--- config.mk ---
export PLATFORM = sky130hd
export DESIGN_NAME = rdg_ctrl
export DESIGN_NICKNAME = d
export VERILOG_FILES = /design/src/rtl/core/rdg_pkg.sv /design/src/rtl/core/rdg_ctrl.sv
export SDC_FILE = /design/constraint.sdc
export NUM_CORES = 1
export LEC_CHECK = 0
export BUFFER_PORTS_ARGS = -buffer_cell sky130_fd_sc_hd__buf_2
export CAP_MARGIN = 40
export CORE_ASPECT_RATIO = 0.9
export CORE_MARGIN = 2
export CORE_UTILIZATION = 39
export DETAILED_ROUTE_END_ITERATION = 6
export GPL_ROUTABILITY_DRIVEN = 0
export PLACE_DENSITY_LB_ADDON = 0.25
export RECOVER_POWER = 25
export SYNTH_ARGS = -nofsm -noshare
export SYNTH_HDL_FRONTEND = slang
export SYNTH_SLANG_ARGS = --single-unit
--- constraint.sdc ---
create_clock -name clock -period 4.4 [get_ports clock]
set_input_delay 0.88 -clock clock [delete_from_list [all_inputs] [get_ports clock]]
set_output_delay 0.88 -clock clock [all_outputs]
set_load 0.05 [all_outputs]
--- src/rtl/core/rdg_pkg.sv ---
// shared types, constants and tempering function of the random distribution generator
package rdg_pkg;

   localparam int MT_N    = 624;
   localparam int MT_M    = 397;
   localparam int ADDR_W  = 10;
   localparam int VALUE_W = 40;

   localparam logic [30:0] SEED_RESET  = 31'd5489;
   localparam logic [31:0] SEED_MULT   = 32'd1812433253;
   localparam logic [31:0] MATRIX_A    = 32'h9908B0DF;
   localparam logic [31:0] WORD_MAX    = 32'hFFFFFFFF;
   localparam logic [31:0] GAUSS_SCALE = 32'd1121401383;

   typedef enum logic [1:0] {
      OP_UNIFORM  = 2'd0,
      OP_LINEAR   = 2'd1,
      OP_TRIANGLE = 2'd2,
      OP_GAUSS    = 2'd3
   } rdg_op_type;

   typedef enum logic [2:0] {
      ST_SEED_INIT,
      ST_SEED,
      ST_IDLE,
      ST_READ,
      ST_WRITE,
      ST_MUL_LO,
      ST_MUL_HI
   } rdg_state_type;

   // commands from controller to datapath
   typedef struct packed {
      logic       seed_init;
      logic       seed_step;
      logic       load_op;
      logic       draw_rd;
      logic       draw_wr;
      logic       mul_lo;
      logic       mul_hi;
      logic       second;
      logic       out_load;
      rdg_op_type op;
   } rdg_cmd_type;

   // status from datapath to controller
   typedef struct packed {
      logic seed_last;
   } rdg_status_type;

   // standard output tempering
   function automatic logic [31:0] temper(input logic [31:0] w);
      logic [31:0] y;
      y = w ^ (w >> 11);
      y = y ^ ((y << 7) & 32'h9D2C5680);
      y = y ^ ((y << 15) & 32'hEFC60000);
      y = y ^ (y >> 18);
      return y;
   endfunction

endpackage

--- src/rtl/core/rdg_ctrl.sv ---
// controller state machine of the random distribution generator
module rdg_ctrl #(
   parameter int GAUSS_TERMS = 12
) (
   input  logic                    clock,
   input  logic                    reset,
   input  logic                    req_valid,
   input  logic [1:0]              req_op,
   output logic                    req_stall,
   output logic                    rsp_valid,
   input  logic                    rsp_stall,
   input  logic                    csr_write,
   input  rdg_pkg::rdg_status_type status,
   output rdg_pkg::rdg_cmd_type    cmd
);

   localparam int CNT_W = $clog2(GAUSS_TERMS + 1);

   rdg_pkg::rdg_state_type state_ff, state_in;
   rdg_pkg::rdg_op_type    op_ff, op_in;
   logic [CNT_W-1:0]       words_ff, words_in;
   logic                   second_ff, second_in;
   logic                   rsp_valid_ff, rsp_valid_in;

   // state and control registers
   always_ff @(posedge clock) begin
      if (reset) begin
         state_ff     <= rdg_pkg::ST_SEED_INIT;
         op_ff        <= rdg_pkg::OP_UNIFORM;
         words_ff     <= '0;
         second_ff    <= 1'b0;
         rsp_valid_ff <= 1'b0;
      end else begin
         state_ff     <= state_in;
         op_ff        <= op_in;
         words_ff     <= words_in;
         second_ff    <= second_in;
         rsp_valid_ff <= rsp_valid_in;
      end
   end

   // next state and commands
   always_comb begin
      state_in     = state_ff;
      op_in        = op_ff;
      words_in     = words_ff;
      second_in    = second_ff;
      rsp_valid_in = rsp_valid_ff && rsp_stall;
      cmd          = '0;
      cmd.op       = op_ff;
      cmd.second   = second_ff;
      unique case (state_ff)
         rdg_pkg::ST_SEED_INIT: begin
            cmd.seed_init = 1'b1;
            state_in      = rdg_pkg::ST_SEED;
         end
         rdg_pkg::ST_SEED: begin
            cmd.seed_step = 1'b1;
            if (status.seed_last) state_in = rdg_pkg::ST_IDLE;
         end
         rdg_pkg::ST_IDLE: begin
            cmd.op = rdg_pkg::rdg_op_type'(req_op);
            if (req_valid) begin
               cmd.load_op = 1'b1;
               op_in       = rdg_pkg::rdg_op_type'(req_op);
               second_in   = 1'b0;
               unique case (rdg_pkg::rdg_op_type'(req_op))
                  rdg_pkg::OP_UNIFORM:  words_in = CNT_W'(1);
                  rdg_pkg::OP_LINEAR:   words_in = CNT_W'(2);
                  rdg_pkg::OP_TRIANGLE: words_in = CNT_W'(2);
                  rdg_pkg::OP_GAUSS:    words_in = CNT_W'(GAUSS_TERMS);
               endcase
               state_in = rdg_pkg::ST_READ;
            end
         end
         rdg_pkg::ST_READ: begin
            cmd.draw_rd = 1'b1;
            state_in    = rdg_pkg::ST_WRITE;
         end
         rdg_pkg::ST_WRITE: begin
            cmd.draw_wr = 1'b1;
            words_in    = words_ff - CNT_W'(1);
            state_in    = (words_ff == CNT_W'(1)) ? rdg_pkg::ST_MUL_LO : rdg_pkg::ST_READ;
         end
         rdg_pkg::ST_MUL_LO: begin
            cmd.mul_lo = 1'b1;
            state_in   = rdg_pkg::ST_MUL_HI;
         end
         rdg_pkg::ST_MUL_HI: begin
            if (op_ff == rdg_pkg::OP_GAUSS && !second_ff) begin
               cmd.mul_hi = 1'b1;
               second_in  = 1'b1;
               state_in   = rdg_pkg::ST_MUL_LO;
            end else if (!rsp_valid_ff || !rsp_stall) begin
               cmd.out_load = 1'b1;
               rsp_valid_in = 1'b1;
               second_in    = 1'b0;
               state_in     = rdg_pkg::ST_IDLE;
            end
         end
         default: state_in = rdg_pkg::ST_SEED_INIT;
      endcase
      // a seed write restarts the fill
      if (csr_write) state_in = rdg_pkg::ST_SEED_INIT;
   end

   assign req_stall = (state_ff != rdg_pkg::ST_IDLE);
   assign rsp_valid = rsp_valid_ff;

   // seed write always leads into a fresh fill
   a_seed_restart: assert property (@(posedge clock) disable iff (reset)
      csr_write |=> state_ff == rdg_pkg::ST_SEED_INIT)
      else $error("seed write did not restart fill");

   // a waiting result is never overwritten
   a_no_overwrite: assert property (@(posedge clock) disable iff (reset)
      cmd.out_load |-> !(rsp_valid_ff && rsp_stall))
      else $error("result overwritten while stalled");

   // a read is only issued while words remain
   a_words_left: assert property (@(posedge clock) disable iff (reset)
      state_ff == rdg_pkg::ST_READ |-> words_ff != '0)
      else $error("draw without remaining words");

   // second multiply pass only for gaussian
   a_second_gauss: assert property (@(posedge clock) disable iff (reset)
      second_ff |-> op_ff == rdg_pkg::OP_GAUSS)
      else $error("second pass outside gaussian mode");

endmodule

Yosys cells after proc, flatten, opt, wreduce, memory -nomap -nowiden
Cells that the tools add are included.
{ "op_classes": {"n_addsub": 1, "eq_ne": 15, "muxes": 29, "reduce_logical": 16} }
{ "ops": {"columns": ["cell", "n"], "rows": [
  ["3-bit one-hot mux with 7 select lines", 1],
  ["1-bit two-way mux", 18],
  ["3-bit two-way mux", 5],
  ["4-bit one-hot mux with 3 select lines", 1],
  ["3-bit equality test (second input constant)", 3],
  ["4-bit one-hot mux with 2 select lines", 1],
  ["2-bit equality test (second input constant)", 3],
  ["3-bit by 2-bit equality test with 1-bit output (second input constant)", 2],
  ["3-bit AND reduction", 2],
  ["4-bit by 1-bit equality test with 1-bit output (second input constant)", 1],
  ["4-bit two-way mux", 1],
  ["2-bit != test (second input constant)", 2],
  ["2-bit AND reduction", 2],
  ["2-bit nonzero test", 2],
  ["2-bit OR reduction", 2],
  ["4-bit by 1-bit subtractor with 4-bit output (second input constant)", 1],
  ["3-bit by 1-bit equality test with 1-bit output (second input constant)", 1],
  ["1-bit zero test", 3],
  ["3-bit zero test", 1],
  ["3-bit by 2-bit != test with 1-bit output (second input constant)", 1],
  ["3-bit != test (second input constant)", 1],
  ["2-bit by 1-bit equality test with 1-bit output (second input constant)", 1],
  ["1-bit logical AND", 2],
  ["2-bit zero test", 1],
  ["3 further kinds", 3]
]} }
{ "word_totals": {"reg_bits": 11, "output_inout_bits": 13, "wordCells": 66} }

Logic depth before layout (Yosys ltp)
{ "logic_depth": {"ltp_word": 5, "ltp_mapped": 5, "mapped_depth_nobuf": 5} }

Worst setup path before layout
No wires, ideal clock.
{ "synth_timing": {"path_kind": "reg2out", "start": "reg state_ff[2]", "end": "out cmd[9] in the netlist's numbering", "t_arrival_ns": 1.793, "t_required_ns": 3.520, "path_slack_ns": 1.727, "path_stages_with_launch": 4, "path_buffers": 2, "path_cell_list": "dfxtp_1 -> buf_2 -> clkbuf_1 -> nor3b_1"} }
{ "synth_lines": {"columns": ["element", "line", "source"], "rows": [
  ["start: declaration", "rdg_ctrl.sv:19", "rdg_pkg::rdg_state_type state_ff, state_in;"],
  ["start signal: assignment", "rdg_ctrl.sv:28", "state_ff <= rdg_pkg::ST_SEED_INIT;"],
  ["start signal: assignment", "rdg_ctrl.sv:34", "state_ff <= state_in;"],
  ["end: declaration", "rdg_ctrl.sv:14", "output rdg_pkg::rdg_cmd_type cmd"]
]} }

==> qor.csv <==
metric,value,unit
Area Overhead vs Synth,17.1,%
Synth Area per Inst,7.91,µm²
Synth Instances,89,
H-tree depth,1,
"EDFF count, synth",0,
CP Launch Type,flip-flop,
"Slew Viols, Final",0,
Avg WL per Cell,11.2,µm
Tcrit/Tclk final,60.9,%
Filler cells,186,
Tightest Hold Check Type,reg2reg,
Port-buffer cells,20,
# IOs,21,
Netlist cell types,36,
vias in the first global route,587,
post-DP HPWL,1100,µm
CTS Buf Count,3,
post-route ant nets,0,
Total Die Area,2160,µm²
Final #Nets,119,
DRC viols,0,
Mapped Nets,101,
Row Count,14,
critical path endpoint category,primary output,
worst-margin pin slew,0.545,ns
DIE HEIGHT,44.3,µm
Sw Ratio,28.7,%
yosys warns,0,
peak supply drop,0.130,mV
RSZ-0062 raised after global routing,no,
kind of critical path,reg2out,
"FF+latch count, synth",11,
worst-path fanout max,15,
Die Width,48.8,µm
most frequent cells in the layout,"buf_2, dfxtp_1, nand2_1",
power density over cell area,245,nW/µm²
Synth area leader,dfxtp_1,
Net Sw Power,57.8,µW
largest net degree at the start of global routing,21,
Post-synth ARST share,0,%
clk slew on worst S/H paths,0.08,ns
hold depth,2,
fmax,0.373,GHz
via count,676,
worst-skew pair later-pin latency,0.28,ns
Clk network pwr share,35.0,%
All-Layer GR Usage,16.1,%
CTS Hold Buffers Added,0,
drt first pass iters,4,
post-synth top area share,31.3,%
WP data arrival,1.80,ns
CTS Root Cell,clkbuf_4,
Reg power frac,51.8,%
Logic pwr share,13.2,%
Layout Skew,0.00898,ns
post-detailed-routing wire length,1450,µm
"commonest non-fill, non-tap cell in the layout",buf_2,
CTS sink count,11,
Final Setup Violations,0,
final instance area,825,µm²
CP Data Required Time,3.52,ns
Iteration-0 DRC Markers,10,
ANT cells,0,
Power Internal,144,µW
Core Region,1680,µm²
Longest Clk Path Bufs,2,
status,finished clean,
vias per inst,5.20,
Leak,0.409,nW
Area after DPL,798,µm²
initial antenna violation count,0,
Final Hold Vio Count,0,
share of layout cells above drive strength 1,24.5,%
Area contributors post-synth,"dfxtp_1, ha_1, nand2_1",
post-synthesis sequential area ratio,31.3,%
Post-Syn Area,704,µm²
first-pass GRT wire length,2660,µm
ys flop type,dfxtp_1,
max_slew headroom,63.6,%
total grt overflow,0,
Reg2Reg Depth,3,
max cap viols,0,
Starting Density,41.9,%
CTS tree,yes,
postcts setup bufs,0,
Period minus WS final,2.68,ns
CTS resizes,0,
setup_tns,0,ns
==> cells in the mapped netlist, drive strengths merged, types with 2 or more instances <==
library cell and number:
a21oi 4, o31ai 2, and3b 2, ha 4
or3b 2, nor3b 2, nand3 3, nor2 7
nor3 2, clkbuf 2, a31oi 4, buf 5
mux2 2, inv 9, dfxtp 11, nand2b 2
nand2 10
==> sequential cells by signal, indices dropped and copies added (netlist names) <==
name and count:
op_ff 2, rsp_valid 1, second_ff 1, state_ff 3, words_ff 4
==> area by class of cell <==
cell class	instances	area [µm²]	area share, %
Timing Repair Buffer	20	98.8	12.0
Clock buffer	3	22.5	2.73
Inverter	9	33.8	4.10
Multi-Input combinational cell	62	414	50.2
Sequential cell	11	220	26.7
Tap cell	24	30.0	3.64
Clock inverter	1	5.00	0.607
==> critical path: stages, from the launching register on <==
cell,delay [ns]
dfxtp_1,0.59
nand2b_1,0.14
nor2_1,0.22
mux2_2,0.36
buf_2,0.21
==> path summary, 6_finish.rpt <==
kind | from | end | slack [ns]
worst min register to register | op_ff[1] | op_ff[1] | 0.48
worst max register to register | state_ff[2] | words_ff[3] | 2.55
worst min-delay path | op_ff[1] | op_ff[1] | 0.48
worst max-delay path | state_ff[1] | cmd[0] | 1.72
==> routing by layer <==
layer / vias up / part of all wire, % / GRT usage [%]
li1: 345 / - / -
met1: 301 / 47 / 20.2
met2: 24 / 44 / 24.4
met3: 6 / 6.6 / 6.42
met4: 0 / 2.3 / 8.00
met5: - / 0 / 0
==> power groups by stage <==
stage	clock, mW	combinational (mW)	sequential, mW
2_1_floorplan	0	0.0209	0.104
3_3_place_gp	0	0.0268	0.107
3_5_place_dp	0	0.0268	0.107
4_1_cts	0.0736	0.0270	0.104
5_1_grt	0.0797	0.0295	0.105
6_report	0.0706	0.0266	0.104
==> cells by family after synthesis <==
family	after synthesis	synth area share, %
fa+ha+maj	4	7.11
buf+inv	16	9.95
mux	2	3.20
flops	11	31.3
compound gates	17	17.1
simple gates	39	31.4
==> metrics by stage <==
step / setup slack, ns / power (mW) / hold WS [ns] / utilization [%] / instances
2_1_floorplan: 1.73 / 0.125 / 0.443 / - / 89
3_3_place_gp: 1.75 / 0.133 / 0.470 / 47.5 / 126
3_5_place_dp: 1.74 / 0.134 / 0.464 / 47.5 / 126
4_1_cts: 1.71 / 0.205 / 0.477 / 49.1 / 130
5_1_grt: 1.53 / 0.215 / 0.500 / 49.0 / 130
6_report: 1.72 / 0.202 / 0.479 / 49.0 / 130
No activity file was read; power rests on OpenSTA's default activity.
